==> config.mk <==
export PLATFORM = sky130hd
export DESIGN_NAME = kiln_saw_station_sequencer_unit
export DESIGN_NICKNAME = d
export VERILOG_FILES = /design/src/design/kssq_pkg.sv /design/src/design/kssq_cfg_regs.sv /design/src/design/kssq_step.sv /design/src/design/kiln_saw_station_sequencer_unit.sv
export SDC_FILE = /design/constraint.sdc
export NUM_CORES = 1
export LEC_CHECK = 0
export BUFFER_PORTS_ARGS = -buffer_cell sky130_fd_sc_hd__buf_2
export CAP_MARGIN = 20
export CORE_MARGIN = 4
export CORE_UTILIZATION = 55
export CTS_CLUSTER_DIAMETER = 40
export DETAILED_ROUTE_END_ITERATION = 8
export GPL_TIMING_DRIVEN = 0
export MAX_ROUTING_LAYER = met4
export PLACE_DENSITY = 0.74
export RECOVER_POWER = 50
export SLEW_MARGIN = 40
export SYNTH_ARGS = -nofsm -noshare
export SYNTH_HDL_FRONTEND = slang
export SYNTH_HIERARCHICAL = 1
export SYNTH_SLANG_ARGS = --single-unit
==> constraint.sdc <==
create_clock -name clk -period 3.5 [get_ports clk]
set_input_delay 0.35 -clock clk [delete_from_list [all_inputs] [get_ports clk]]
set_output_delay 0.35 -clock clk [all_outputs]
set_load 0.02 [all_outputs]
==> src/design/kssq_pkg.sv <==
// Package for the kiln saw station sequencer: beat structs, register indexes,
// phase codes, sub-step codes and actuator bit positions. No dependencies.
`timescale 1ns / 1ps

package kssq_pkg;

  // One input beat: sensor snapshot taken on one timer tick.
  typedef struct packed {
    logic kiln_barrier_clear;
    logic feeder_inside;
    logic feeder_outside;
    logic gripper_at_kiln;
    logic gripper_at_table;
    logic table_at_suction;
    logic table_at_saw;
    logic table_at_conveyor;
    logic exit_barrier_clear;
  } in_beat_t;

  // One result beat: latched actuator word and current phase.
  typedef struct packed {
    logic [13:0] actuator_word;
    logic [3:0]  phase;
  } out_beat_t;

  localparam int unsigned CFG_IDX_W  = 8;
  localparam int unsigned TICK_W     = 16;
  localparam int unsigned ACT_W      = 14;

  // Configuration register indexes.
  localparam logic [CFG_IDX_W-1:0] CFG_SHORT_WAIT = 8'd0;
  localparam logic [CFG_IDX_W-1:0] CFG_LONG_WAIT  = 8'd1;
  localparam logic [CFG_IDX_W-1:0] CFG_FIRE       = 8'd2;
  localparam logic [CFG_IDX_W-1:0] CFG_SAW        = 8'd3;

  // Reset values of the timing registers.
  localparam logic [TICK_W-1:0] SHORT_WAIT_RST = 16'd500;
  localparam logic [TICK_W-1:0] LONG_WAIT_RST  = 16'd1000;
  localparam logic [TICK_W-1:0] FIRE_RST       = 16'd3000;
  localparam logic [TICK_W-1:0] SAW_RST        = 16'd5000;

  typedef struct packed {
    logic [TICK_W-1:0] short_wait;
    logic [TICK_W-1:0] long_wait;
    logic [TICK_W-1:0] fire;
    logic [TICK_W-1:0] saw;
  } timing_cfg_t;

  // Station phases, in cycle order.
  typedef enum logic [3:0] {
    PH_WAITING  = 4'd0,
    PH_FEED     = 4'd1,
    PH_FIRING   = 4'd2,
    PH_FIRED    = 4'd3,
    PH_TO_KILN  = 4'd4,
    PH_PICK     = 4'd5,
    PH_PLACE    = 4'd6,
    PH_SAWING   = 4'd7,
    PH_EJECT    = 4'd8,
    PH_HOMING   = 4'd9,
    PH_CONVEYOR = 4'd10
  } phase_t;

  // Sub-step codes within a phase.
  localparam logic [2:0] SS_ENTRY  = 3'd0;
  localparam logic [2:0] SS_FIRST  = 3'd1;
  localparam logic [2:0] SS_SECOND = 3'd2;
  localparam logic [2:0] SS_THIRD  = 3'd3;

  // Actuator bit positions.
  localparam int unsigned A_CW      = 0;
  localparam int unsigned A_CCW     = 1;
  localparam int unsigned A_CONV    = 2;
  localparam int unsigned A_SAW     = 3;
  localparam int unsigned A_RETRACT = 4;
  localparam int unsigned A_EXTEND  = 5;
  localparam int unsigned A_TOKILN  = 6;
  localparam int unsigned A_TOTABLE = 7;
  localparam int unsigned A_LAMP    = 8;
  localparam int unsigned A_COMP    = 9;
  localparam int unsigned A_VACUUM  = 10;
  localparam int unsigned A_LOWER   = 11;
  localparam int unsigned A_DOOR    = 12;
  localparam int unsigned A_EJECTOR = 13;

  // Sequencer state carried from tick to tick.
  typedef struct packed {
    phase_t            phase;
    logic [2:0]        sub_step;
    logic [TICK_W-1:0] wait_count;
    logic [ACT_W-1:0]  latch;
  } seq_state_t;

endpackage

==> src/design/kssq_cfg_regs.sv <==
// Timing register file of the kiln saw station sequencer.
// Depends on kssq_pkg for register indexes and reset values.
`timescale 1ns / 1ps

module kssq_cfg_regs
  import kssq_pkg::*;
(
  input  logic                 clk,
  input  logic                 rst_n,
  input  logic                 wr_en,
  input  logic [CFG_IDX_W-1:0] wr_index,
  input  logic [TICK_W-1:0]    wr_data,
  output timing_cfg_t          cfg
);

  timing_cfg_t cfg_r;
  timing_cfg_t cfg_nxt;

  // Decode the write; indexes past the last register are dropped.
  always_comb begin
    cfg_nxt = cfg_r;
    if (wr_en) begin
      unique case (wr_index)
        CFG_SHORT_WAIT: cfg_nxt.short_wait = wr_data;
        CFG_LONG_WAIT:  cfg_nxt.long_wait  = wr_data;
        CFG_FIRE:       cfg_nxt.fire       = wr_data;
        CFG_SAW:        cfg_nxt.saw        = wr_data;
        default:        cfg_nxt            = cfg_r;
      endcase
    end
  end

  always_ff @(posedge clk) begin
    if (!rst_n) begin
      cfg_r.short_wait <= SHORT_WAIT_RST;
      cfg_r.long_wait  <= LONG_WAIT_RST;
      cfg_r.fire       <= FIRE_RST;
      cfg_r.saw        <= SAW_RST;
    end else begin
      cfg_r <= cfg_nxt;
    end
  end

  assign cfg = cfg_r;

endmodule

==> src/design/kssq_step.sv <==
// One-tick state update of the station sequencer: pause countdown, phase
// walk and actuator latch. Purely combinational; depends on kssq_pkg.
`timescale 1ns / 1ps

module kssq_step
  import kssq_pkg::*;
(
  input  seq_state_t  cur,
  input  in_beat_t    sense,
  input  timing_cfg_t cfg,
  output seq_state_t  nxt
);

  logic              run;
  logic [TICK_W-1:0] wait_dec;

  assign wait_dec = cur.wait_count - TICK_W'(1);

  always_comb begin
    nxt = cur;
    run = 1'b1;
    nxt.latch[A_COMP] = 1'b1;

    // A running pause counts down and holds off the sequencer.
    if (cur.wait_count != '0) begin
      nxt.wait_count = wait_dec;
      if (wait_dec != '0) begin
        run = 1'b0;
      end
    end

    if (run) begin
      unique case (cur.phase)
        PH_WAITING: begin
          if (cur.sub_step == SS_FIRST) begin
            nxt.phase = PH_FEED; nxt.sub_step = SS_ENTRY; nxt.wait_count = '0;
          end else if (!sense.kiln_barrier_clear) begin
            nxt.wait_count = cfg.short_wait; nxt.sub_step = SS_FIRST;
          end
        end
        PH_FEED: begin
          nxt.latch[A_DOOR] = 1'b1;
          if (!sense.feeder_inside) begin
            nxt.latch[A_RETRACT] = 1'b1;
          end else begin
            nxt.latch[A_RETRACT] = 1'b0;
            nxt.phase = PH_FIRING; nxt.sub_step = SS_ENTRY; nxt.wait_count = '0;
          end
        end
        PH_FIRING: begin
          if (cur.sub_step == SS_FIRST) begin
            nxt.latch[A_LAMP] = 1'b0;
            nxt.phase = PH_FIRED; nxt.sub_step = SS_ENTRY; nxt.wait_count = '0;
          end else begin
            nxt.latch[A_DOOR] = 1'b0;
            nxt.latch[A_LAMP] = 1'b1;
            nxt.wait_count = cfg.fire; nxt.sub_step = SS_FIRST;
          end
        end
        PH_FIRED: begin
          if (cur.sub_step == SS_FIRST) begin
            nxt.latch[A_EXTEND] = 1'b1;
            if (sense.feeder_outside) begin
              nxt.latch[A_EXTEND] = 1'b0;
              nxt.latch[A_DOOR]   = 1'b0;
              nxt.phase = PH_TO_KILN; nxt.sub_step = SS_ENTRY; nxt.wait_count = '0;
            end
          end else begin
            nxt.latch[A_DOOR] = 1'b1;
            nxt.wait_count = cfg.short_wait; nxt.sub_step = SS_FIRST;
          end
        end
        PH_TO_KILN: begin
          if (!sense.gripper_at_kiln) begin
            nxt.latch[A_TOKILN] = 1'b1;
          end else begin
            nxt.latch[A_TOKILN] = 1'b0;
            nxt.phase = PH_PICK; nxt.sub_step = SS_ENTRY; nxt.wait_count = '0;
          end
        end
        PH_PICK: begin
          if (cur.sub_step == SS_FIRST) begin
            nxt.latch[A_VACUUM] = 1'b1;
            nxt.latch[A_LOWER]  = 1'b0;
            nxt.wait_count = cfg.short_wait; nxt.sub_step = SS_SECOND;
          end else if (cur.sub_step == SS_SECOND) begin
            nxt.phase = PH_PLACE; nxt.sub_step = SS_ENTRY; nxt.wait_count = '0;
          end else begin
            nxt.latch[A_LOWER] = 1'b1;
            nxt.wait_count = cfg.long_wait; nxt.sub_step = SS_FIRST;
          end
        end
        PH_PLACE: begin
          if (cur.sub_step == SS_FIRST) begin
            nxt.latch[A_VACUUM] = 1'b0;
            nxt.wait_count = cfg.short_wait; nxt.sub_step = SS_SECOND;
          end else if (cur.sub_step == SS_SECOND) begin
            nxt.latch[A_LOWER] = 1'b0;
            nxt.wait_count = cfg.long_wait; nxt.sub_step = SS_THIRD;
          end else if (cur.sub_step == SS_THIRD) begin
            nxt.phase = PH_SAWING; nxt.sub_step = SS_ENTRY; nxt.wait_count = '0;
          end else if (!sense.gripper_at_table) begin
            nxt.latch[A_TOTABLE] = 1'b1;
          end else begin
            nxt.latch[A_TOTABLE] = 1'b0;
            if (!sense.table_at_suction) begin
              nxt.latch[A_CCW] = 1'b1;
            end else begin
              nxt.latch[A_CCW]   = 1'b0;
              nxt.latch[A_LOWER] = 1'b1;
              nxt.wait_count = cfg.long_wait; nxt.sub_step = SS_FIRST;
            end
          end
        end
        PH_SAWING: begin
          if (cur.sub_step == SS_FIRST) begin
            nxt.latch[A_SAW] = 1'b0;
            nxt.phase = PH_EJECT; nxt.sub_step = SS_ENTRY; nxt.wait_count = '0;
          end else if (!sense.table_at_saw) begin
            nxt.latch[A_CW] = 1'b1;
          end else begin
            nxt.latch[A_CW]  = 1'b0;
            nxt.latch[A_SAW] = 1'b1;
            nxt.wait_count = cfg.saw; nxt.sub_step = SS_FIRST;
          end
        end
        PH_EJECT: begin
          if (cur.sub_step == SS_FIRST) begin
            nxt.latch[A_EJECTOR] = 1'b0;
            nxt.phase = PH_HOMING; nxt.sub_step = SS_ENTRY; nxt.wait_count = '0;
          end else if (!sense.table_at_conveyor) begin
            nxt.latch[A_CW] = 1'b1;
          end else begin
            nxt.latch[A_CW]      = 1'b0;
            nxt.latch[A_EJECTOR] = 1'b1;
            nxt.wait_count = cfg.short_wait; nxt.sub_step = SS_FIRST;
          end
        end
        PH_HOMING: begin
          if (!sense.table_at_suction) begin
            nxt.latch[A_CCW] = 1'b1;
          end else begin
            nxt.latch[A_CCW] = 1'b0;
            nxt.phase = PH_CONVEYOR; nxt.sub_step = SS_ENTRY; nxt.wait_count = '0;
          end
        end
        PH_CONVEYOR: begin
          if (cur.sub_step == SS_FIRST) begin
            nxt.latch[A_CONV] = 1'b0;
            nxt.phase = PH_WAITING; nxt.sub_step = SS_ENTRY; nxt.wait_count = '0;
          end else if (sense.exit_barrier_clear) begin
            nxt.latch[A_CONV] = 1'b1;
          end else begin
            nxt.wait_count = cfg.long_wait; nxt.sub_step = SS_FIRST;
          end
        end
        // Phase codes past the conveyor run fall back to waiting.
        default: begin
          nxt.phase = PH_WAITING; nxt.sub_step = SS_ENTRY; nxt.wait_count = '0;
        end
      endcase
    end
  end

endmodule

==> src/design/kiln_saw_station_sequencer_unit.sv <==
// Top level of the kiln saw station sequencer: input register, sequencer
// state, result register. Depends on kssq_pkg, kssq_cfg_regs and kssq_step.
`timescale 1ns / 1ps
//
//  Channel | Ports                              | Carries
//  --------+------------------------------------+-------------------------------
//  input   | in_valid, in_ready, in_data        | one tick with sensor snapshot
//  result  | out_valid, out_ready, out_data     | actuator word and phase
//  config  | cfg_valid, cfg_ready, cfg_index,   | timing register write
//          | cfg_data                           |
//
// Each beat is held in the input register and is then stepped through the
// sequencer into the result register, from which its result is offered; one
// beat is taken every cycle while results are drained.
// A stalled result holds the result register and the input register fills;
// in_ready drops only when both are full. Synchronous reset puts the station
// in the waiting phase with all actuators off and the timing registers at
// their defaults. Configuration writes are taken in any cycle.

module kiln_saw_station_sequencer_unit
  import kssq_pkg::*;
(
  input  logic                 clk,
  input  logic                 rst_n,
  input  logic                 in_valid,
  output logic                 in_ready,
  input  in_beat_t             in_data,
  output logic                 out_valid,
  input  logic                 out_ready,
  output out_beat_t            out_data,
  input  logic                 cfg_valid,
  output logic                 cfg_ready,
  input  logic [CFG_IDX_W-1:0] cfg_index,
  input  logic [TICK_W-1:0]    cfg_data
);

  timing_cfg_t cfg;
  seq_state_t  state_r;
  seq_state_t  state_nxt;
  in_beat_t    in_beat_r;
  logic        in_vld_r;
  out_beat_t   out_beat_r;
  logic        out_vld_r;
  logic        out_free;
  logic        step_fire;

  assign cfg_ready = 1'b1;

  // Timing registers.
  kssq_cfg_regs u_cfg (
    .clk      (clk),
    .rst_n    (rst_n),
    .wr_en    (cfg_valid & cfg_ready),
    .wr_index (cfg_index),
    .wr_data  (cfg_data),
    .cfg      (cfg)
  );

  // Sequencer step for the beat in the input register.
  kssq_step u_step (
    .cur   (state_r),
    .sense (in_beat_r),
    .cfg   (cfg),
    .nxt   (state_nxt)
  );

  // Pipeline handshake: the step fires when the result register can take it.
  assign out_free  = !out_vld_r || out_ready;
  assign step_fire = in_vld_r && out_free;
  assign in_ready  = !in_vld_r || out_free;

  // Input register.
  always_ff @(posedge clk) begin
    if (!rst_n) begin
      in_vld_r <= 1'b0;
    end else if (in_ready) begin
      in_vld_r <= in_valid;
    end
  end

  always_ff @(posedge clk) begin
    if (in_valid && in_ready) begin
      in_beat_r <= in_data;
    end
  end

  // Sequencer state advances once per stepped beat.
  always_ff @(posedge clk) begin
    if (!rst_n) begin
      state_r.phase      <= PH_WAITING;
      state_r.sub_step   <= SS_ENTRY;
      state_r.wait_count <= '0;
      state_r.latch      <= '0;
    end else if (step_fire) begin
      state_r <= state_nxt;
    end
  end

  // Result register.
  always_ff @(posedge clk) begin
    if (!rst_n) begin
      out_vld_r <= 1'b0;
    end else if (out_free) begin
      out_vld_r <= step_fire;
    end
  end

  always_ff @(posedge clk) begin
    if (step_fire) begin
      out_beat_r.actuator_word <= state_nxt.latch;
      out_beat_r.phase         <= state_nxt.phase;
    end
  end

  assign out_valid = out_vld_r;
  assign out_data  = out_beat_r;

  // Every reported word has the compressor on.
  a_comp_on: assert property (@(posedge clk) disable iff (!rst_n)
    out_vld_r |-> out_beat_r.actuator_word[A_COMP])
    else $error("compressor bit clear in result");

  // Reported phase is always a defined station phase.
  a_phase_range: assert property (@(posedge clk) disable iff (!rst_n)
    out_vld_r |-> (out_beat_r.phase <= PH_CONVEYOR))
    else $error("result phase out of range");

  // While a pause still has more than one tick left, the phase cannot move.
  a_pause_holds: assert property (@(posedge clk) disable iff (!rst_n)
    (step_fire && (state_r.wait_count > TICK_W'(1))) |=> $stable(state_r.phase))
    else $error("phase changed during a pause");

  // Input stalls only when both registers are full and the result is held.
  a_stall_cause: assert property (@(posedge clk) disable iff (!rst_n)
    !in_ready |-> (in_vld_r && out_vld_r && !out_ready))
    else $error("input stalled without a full pipeline");

endmodule
==> results of run 1 <==
## layout by cell type, fill, tap and decap left out, types with 5 or more instances in the layout
cell	count
nand2_1	169
mux2i_1	104
dfxtp_1	102
clkbuf_1	64
buf_2	47
nor2b_1	44
a21oi_1	39
nor2_1	37
o21ai_0	33
edfxtp_1	27
inv_1	20
clkbuf_16	19
nor3_1	13
a222oi_1	11
xnor2_1	10
o22ai_1	9
nand2b_1	8
a211oi_1	8
and2_1	7
a31oi_1	7
o31ai_1	7
o22ai_2	7
nand4_1	6
a221oi_1	6
o211ai_1	6
a21boi_0	5
nor3b_1	5
nand3_1	5
a2bb2oi_1	5
nor4_1	5
and4_1	5
## state kept, by name, indices dropped and copies added, names as in the netlist
register and count:
in_beat_r 9, in_vld_r 1, out_data 18, out_valid 1
state_r 36, u_cfg/cfg 64
## layer usage
layer / global-route usage (%) / routed length, um / vias up
li1: - / - / 3288
met1: 42.63 / 10590 / 3370
met2: 42.57 / 9996 / 360
met3: 7.324 / 2193 / 61
met4: 10.35 / 668 / 0
met5: - / 0 / -
## final timing paths
kind / to / slack [ns]
setup / recovery: state_r[22] / 0.16
hold / removal: in_beat_r[1] / 0.1
setup reg to reg: state_r[22] / 0.16
hold reg to reg: state_r[17] / 0.45
## through the flow
step / util, % / power [mW] / area [sq um]
6_report: 64.68 / 6.913 / 8701
2_1_floorplan: - / 4.141 / 7686
3_5_place_dp: 60.91 / 4.925 / 8194
5_1_grt: 64.68 / 7.256 / 8701
3_3_place_gp: 60.85 / 4.912 / 8187
4_1_cts: 65.58 / 6.804 / 8822
## power breakdown
| part | switching [mW] | internal (mW) | leakage (nW) |
|---|---|---|---|
| clock | 0.659 | 1.21 | 0.313 |
| combinational | 2.11 | 1.19 | 1.87 |
| sequential | 0.131 | 1.62 | 1.09 |
## cell type report
class / instances / share of cell area, %
multi-input combinational: 654 / 49.99
buffer: 63 / 3.667
clock buffer: 24 / 6.140
clock inverter: 7 / 1.079
sequential: 129 / 32.79
timing repair buffer: 56 / 2.948
inverter: 20 / 0.8628
tap: 176 / 2.531
## worst reg2reg max path, delay by kind of cell, from the launching register on
family                 cells  cell delay [ns]
AOI/OAI and AO/OA          4             1.13
and+or+nand+nor            4             0.77
buffers and inverters      3             0.64
DFF                        1             0.56
muxes                      1             0.07
==> flow_summary.yaml, run 1 <==
status:
  outcome: "finished with violations"
  violations: "capacitance limit, slew limit"
logic_synthesis:
  syn_area_sq_um: 7686
  syn_avg_cell_area_sq_um: 8.865
  synth_cells: 867
  syn_nets: 908
  yosysWarnings: 6
setup_path:
  critPathBufInv: 3
  r2r-start: "state_r[36]"
  critPathArrivalTime_ns: 3.58
  worstPathRequired_ns: 3.74
  crit_path_start: "state_r[36]"
  worstSetupPathType: "flip-flop to flip-flop"
  end_kind: "flip-flop"
  path_cells: "nor2b_1 -> and3_1 -> clkbuf_1 -> and3_1 -> clkbuf_1 -> buf_2 -> a222oi_1 -> o21ai_0 -> a221oi_1 -> o22ai_1 -> nand2_1 -> mux2i_1"
  cp_slowest_stage_delay_ns: 0.56
  crit_cells: 12
  crit_slowest_cell: "dfxtp_1"
  critPathLaunchType: "flip-flop"
  path_delay_family: "compound AO/OA/AOI/OAI gates"
  reg2regPathDepth: 12
  worstPathMaxFanout: 10
cts:
  cts.sinks: 129
  post_cts_buffers: 0
  h-tree-depth: 4
  cts_tree: "built"
  path_clk_slew_ns: 0.06
  clk_latency_ns: 0.43
  clockBufferDepth: 2
  cts_hold_buf: 0
  root_buffer: "clkbuf_16"
  numCtsBuffers: 17
  cts_resized: 0
floorplanning:
  core_sq_um: 13450
  start_util_pct: 57.13
  die_w_um: 126.2
  dieArea_sq_um: 15930
  rows: 42
  pin_count: 59
  fp.dieH_um: 126.2
drt:
  antenna_left: 0
  vias: 7079
  drt-initial-drc-count: 801
  wl_per_cell_um: 20.77
  dr.pass1.iters: 5
  drcViolationCount: 0
  vias_per_cell: 6.270
  wirelength_um: 23450
timing:
  rsz0062_at_grt: "false"
  slew_headroom_pct: -15.48
  finalWorstSetupSlack_ns: 0.1591
  hold_viol: 0
  holdWs_ns: 0.09709
  setup_viol: 0
  max_freq_ghz: 0.2993
  fin_setup_tns_ns: 0
  drv_slew: 28
  fin_crit_sh_pct: 95.45
  tightest_slew_ns: 1.732
  skew_ns: 0.01716
  fin_crit_ns: 3.341
place:
  place_inst: 1099
  globalplace.congestion: 1.032
  dp.final_hpwl_um: 17060
  port_buffers: 56
  pre_cts_ws_ns: 0.2332
global_routing:
  overflow: 0
  groute.usage.overall_pct: 30.28
  grt_max_degree: 28
  grt_pass1_vias: 6672
  grt_pass1_wl_um: 37230
  antenna_found_initial: 0
run:
  cap_violations: 1
layout:
  nFillCells: 1212
  multi_input_area_sq_um: 4349
  register_area_sq_um: 2853
  syn2layout_area_growth_pct: 13.20
  nets: 982
  layoutNonFillerInstCount: 1129
  drive_gt1_share_pct: 12.17
  insertedDiodeCount: 0
worst_hold_path:
  holdCritStartpoint: "in_data[1]"
  hold_path.class: "primary input to flip-flop"
  whs_path_depth: 1
power:
  ir_worst_vdd_mv: 0.4308
  powerDensity_nw_per_um2: 794.5
  cellLeakagePower_nw: 3.267
Power figures use the tool's default switching activity.
==> run 2: changes to the inputs <==
--- a/config.mk
+++ b/config.mk
@@ -5,6 +5,7 @@
 export SDC_FILE = /design/constraint.sdc
 export NUM_CORES = 1
 export LEC_CHECK = 0
+export ABC_AREA = 1
 export BUFFER_PORTS_ARGS = -buffer_cell sky130_fd_sc_hd__buf_2
 export CAP_MARGIN = 20
 export CORE_MARGIN = 4
==> flow_summary.yaml, run 2 <==
cts:
  clk_latency_ns: 0.44
  root_buffer: "clkbuf_16"
  path_clk_slew_ns: 0.06
  cts.sinks: 129
  h-tree-depth: 4
  numCtsBuffers: 17
  cts_resized: 0
  clockBufferDepth: 2
  cts_tree: "built"
  post_cts_buffers: 0
  cts_hold_buf: 0
layout:
  nets: 1534
  largest_reg_flops: 64
  final_area_sq_um: 9774
  insertedDiodeCount: 0
  nFillCells: 1545
  mostFrequentLayoutCell: "nand2_1"
  syn2layout_area_growth_pct: 11.71
  post-route-util_pct: 63.59
  drive_gt1_share_pct: 10.42
  layout_common_cells: "nand2_1, nand3_1, inv_1, nor2_1, a21oi_1"
timing:
  fin_setup_tns_ns: 0
  max_freq_ghz: 0.3527
  hold_viol: 0
  tightest_slew_ns: 1.063
  drv_slew: 0
  holdWs_ns: 0.08812
  slew_headroom_pct: 28.85
  skew_ns: 0.009621
  rsz0062_at_grt: "false"
  setup_viol: 0
  fin_crit_sh_pct: 81.02
  fin_crit_ns: 2.836
power:
  power_frac_seq_pct: 37.6
  ir_worst_vdd_mv: 0.3387
  powerDensity_nw_per_um2: 446.3
  cellLeakagePower_nw: 4.711
  switching_share_pct: 33.40
  p_int_mw: 2.905
  p_total_mw: 4.362
  clock_power_share_pct: 39.0
  comb_power_share_pct: 23.4
  power_switching_mw: 1.457
setup_path:
  critPathArrivalTime_ns: 3.16
  critPathMostFrequentCell: "nand2_1"
  worstPathMaxFanout: 10
  path_cells: "nand2_1 -> nor2_1 -> nor2_2 -> buf_2 -> a21oi_1 -> o21ai_0 -> nor2_1 -> nand2_1 -> nand2_1 -> nand2_1 -> inv_1 -> nand3_1 -> nand2_1 -> nor2_1"
  crit_slowest_cell: "dfxtp_1"
  critPathLaunchType: "flip-flop"
  cp_slowest_stage_delay_ns: 0.52
  end_kind: "flip-flop"
  worstPathRequired_ns: 3.82
  worstSetupPathType: "flip-flop to flip-flop"
logic_synthesis:
  syn_area_sq_um: 8750
  syn_nets: 1459
  yosysWarnings: 6
  syn_avg_cell_area_sq_um: 6.170
  synth_cells: 1418
drt:
  drcViolationCount: 0
  vias: 9848
  wl_per_cell_um: 17.94
  drt-initial-drc-count: 1448
  vias_per_cell: 5.736
  dr.pass1.iters: 6
  antenna_left: 0
  wirelength_um: 30800
global_routing:
  grt_pass1_wl_um: 47590
  grt_pass1_vias: 8745
  grt_max_degree: 19
  antenna_found_initial: 0
  overflow: 0
  groute.usage.overall_pct: 34.82
floorplanning:
  dieArea_sq_um: 17990
  rows: 45
  pin_count: 59
  die_w_um: 134.1
  core_sq_um: 15370
  start_util_pct: 56.92
  fp.dieH_um: 134.1
status:
  outcome: "completed"
worst_hold_path:
  hold_path.class: "primary input to flip-flop"
place:
  globalplace.congestion: 1.040
  port_buffers: 56
  dp.final_hpwl_um: 23740
  place_area_sq_um: 9305
run:
  cap_violations: 0
-- run 2: area by class of cell --
| class | count | area, sq um | share of cell area [%] |
|---|---|---|---|
| multi-input combinational | 1058 | 4816 | 49.27 |
| clock buffer | 20 | 456.7 | 4.672 |
| sequential | 129 | 2853 | 29.19 |
| clock inverter | 12 | 105.1 | 1.075 |
| buffer | 72 | 417.9 | 4.275 |
| tap | 211 | 264.0 | 2.701 |
| inverter | 159 | 596.8 | 6.106 |
| timing repair buffer | 56 | 265.3 | 2.714 |
-- run 2: final timing paths --
path,to,cells after the start,slack (ns),startpoint
max,state_r[17],14,0.66,state_r[30]
min,in_beat_r[6],1,0.09,in_data[6]
max reg2reg,state_r[17],14,0.66,state_r[30]
min reg2reg,u_cfg/cfg[37],2,0.46,u_cfg/cfg[37]
-- run 2: per-stage QoR --
stage	worst slack (ns)	instances
4_1_cts	0.7752	1717
3_3_place_gp	0.7876	1685
5_1_grt	0.4417	1717
3_5_place_dp	0.8001	1685
2_1_floorplan	1.377	1418
6_report	0.6643	1717
-- run 2: metal layers --
layer / part of all wire (%) / up-vias / global-route usage [%]
met3: 10 / 115 / 7.277
li1: - / 4765 / -
met1: 40 / 4362 / 42.65
met2: 45 / 606 / 55.78
met4: 4.7 / 0 / 15.27
met5: 0 / - / -
-- run 2: power groups by stage --
stage / sequential [mW] / combinational [mW] / clock (mW)
after floorplan: 1.66 / 0.702 / 0
after global placement: 1.67 / 0.981 / 0
after detailed placement: 1.67 / 0.990 / 0
after CTS: 1.64 / 0.996 / 1.71
after global routing: 1.65 / 1.13 / 1.77
final: 1.64 / 1.02 / 1.70
-- run 2: worst max-delay path, delay by kind of cell (launching register included) --
family          cells  cell delay, ns
compound gates      2            0.57
buf+inv             2            0.33
flops               1            0.52
simple gates       10            1.30
==> run 3: changes to the inputs <==
--- a/config.mk
+++ b/config.mk
@@ -14,7 +14,7 @@
 export DETAILED_ROUTE_END_ITERATION = 8
 export GPL_TIMING_DRIVEN = 0
 export MAX_ROUTING_LAYER = met4
-export PLACE_DENSITY = 0.74
+export PLACE_DENSITY = 0.76
 export RECOVER_POWER = 50
 export SLEW_MARGIN = 40
 export SYNTH_ARGS = -nofsm -noshare
==> constraint.sdc (replaced) <==
create_clock -name clk -period 2.55 [get_ports clk]
set_input_delay 0.255 -clock clk [delete_from_list [all_inputs] [get_ports clk]]
set_output_delay 0.255 -clock clk [all_outputs]
set_load 0.02 [all_outputs]
==> flow_summary.yaml, run 3 (synthesized netlist as in run 2, its figures left out) <==
timing:
  tightest_slew_ns: 1.043
  fin_crit_sh_pct: 96.56
  finalWorstSetupSlack_ns: 0.08777
  holdWs_ns: 0.01704
  slew_headroom_pct: 30.24
  fin_crit_ns: 2.462
  setup_viol: 0
  hold_viol: 0
  drv_slew: 0
  skew_ns: 0.01177
  max_freq_ghz: 0.4061
  rsz0062_at_grt: "true"
floorplanning:
  die_w_um: 134.1
  pin_count: 59
  fp.dieH_um: 134.1
  start_util_pct: 56.92
  core_sq_um: 15370
  rows: 45
  dieArea_sq_um: 17990
drt:
  wl_per_cell_um: 17.83
  drt-initial-drc-count: 1241
  vias: 9950
  dr.pass1.iters: 6
  drcViolationCount: 0
  vias_per_cell: 5.751
  antenna_left: 0
  wirelength_um: 30840
power:
  comb_power_share_pct: 23.4
  power_switching_mw: 2.005
  p_int_mw: 4.211
  clock_power_share_pct: 40.4
  powerDensity_nw_per_um2: 617.4
  cellLeakagePower_nw: 4.821
  ir_worst_vdd_mv: 0.5004
  p_total_mw: 6.216
  switching_share_pct: 32.25
  power_frac_seq_pct: 36.2
setup_path:
  critPathBufInv: 3
  worstPathRequired_ns: 2.91
  end_kind: "flip-flop"
  path_cells: "nand2_1 -> nor2_2 -> inv_1 -> clkbuf_2 -> o21ai_0 -> nor4_1 -> nand3_1 -> nand2_1 -> nand2_1 -> inv_1 -> nand3_1 -> nand2_1 -> nor2_1"
  worstSetupPathType: "flip-flop to flip-flop"
  worstPathMaxFanout: 10
  critPathMostFrequentCell: "nand2_1"
  cp_slowest_stage_delay_ns: 0.43
  critPathArrivalTime_ns: 2.82
  path_delay_family: "simple AND/OR/NAND/NOR gates"
  critPathLaunchType: "flip-flop"
  crit_slowest_cell: "dfxtp_2"
cts:
  clk_latency_ns: 0.43
  cts.sinks: 129
  h-tree-depth: 4
  path_clk_slew_ns: 0.06
  cts_tree: "built"
  clockBufferDepth: 2
  root_buffer: "clkbuf_16"
  numCtsBuffers: 17
place:
  place_inst: 1685
  port_buffers: 56
  place_area_sq_um: 9305
  globalplace.congestion: 1.045
  dp.final_hpwl_um: 23370
  pre_cts_ws_ns: -0.1589
layout:
  mostFrequentLayoutCell: "nand2_1"
  nets: 1547
  nFillCells: 1523
  syn2layout_area_growth_pct: 15.06
  register_area_sq_um: 2860
  multi_input_area_sq_um: 4910
  final_area_sq_um: 10070
  drive_gt1_share_pct: 12.64
  insertedDiodeCount: 0
  layout_common_cells: "nand2_1, nand3_1, inv_1, nor2_1, a21oi_1"
  largest_reg_flops: 64
  layoutNonFillerInstCount: 1730
global_routing:
  groute.usage.overall_pct: 34.84
  grt_pass1_vias: 8857
  overflow: 0
  antenna_found_initial: 0
  grt_pass1_wl_um: 47960
  grt_max_degree: 19
status:
  outcome: "completed"
run:
  cap_violations: 0
worst_hold_path:
  hold_path.class: "primary input to flip-flop"
## run 3: changes by cell type in the layout (fill, tap and decap cells not counted), sizes merged
cell / change
clkbuf: +6
buf: +1
dlygate4sd3: +8
inv: -3
bufinv: +1
## run 3: per-stage QoR
step / TNS [ns] / utilization [%]
after CTS: 0 / 65.36
final: 0 / 65.49
after global placement: -0.9802 / 60.46
after detailed placement: -1.512 / 60.54
after floorplan: 0 / -
after global routing: -0.04843 / 65.49
## run 3: layer usage
layer  global-route usage [%]  wire, um  up-vias
met3                    4.951      2838      103
met2                    55.76     14000      581
met4                    15.33      1410        0
met5                        -         0        -
li1                         -         -     4792
met1                    44.16     12590     4474
## run 3: timing repair
action,4_1_cts,5_1_grt
resized for setup,8,41
setup endpoints to repair,38,37
hold endpoints to repair,8,0
setup buffers,3,2
pin swaps,2,4
hold buffers,8,0
## run 3: power by group through the flow
stage               Combinational, mW  Clock [mW]  Sequential (mW)
finish                           1.45        2.51             2.25
global route                     1.60        2.62             2.26
CTS                              1.39        2.53             2.24
detailed placement               1.36           0             2.29
global placement                 1.35           0             2.29
floorplan                       0.963           0             2.28
## run 3: area by class of cell
class / instances / area share, %
Sequential cell: 129 / 28.41
Clock inverter: 10 / 1.206
Timing Repair Buffer: 69 / 3.816
Tap cell: 211 / 2.622
Buffer: 72 / 4.313
Multi-Input combinational cell: 1058 / 48.77
Clock buffer: 22 / 4.934
Inverter: 159 / 5.928
## run 3: worst paths after layout
check,start,to,slack [ns],depth (start not counted)
worst max-delay path,state_r[34],state_r[33],0.09,13
worst min-delay path,in_data[1],in_beat_r[1],0.02,1
worst max register to register,state_r[34],state_r[33],0.09,13
worst min register to register,u_cfg/cfg[56],u_cfg/cfg[56],0.46,2
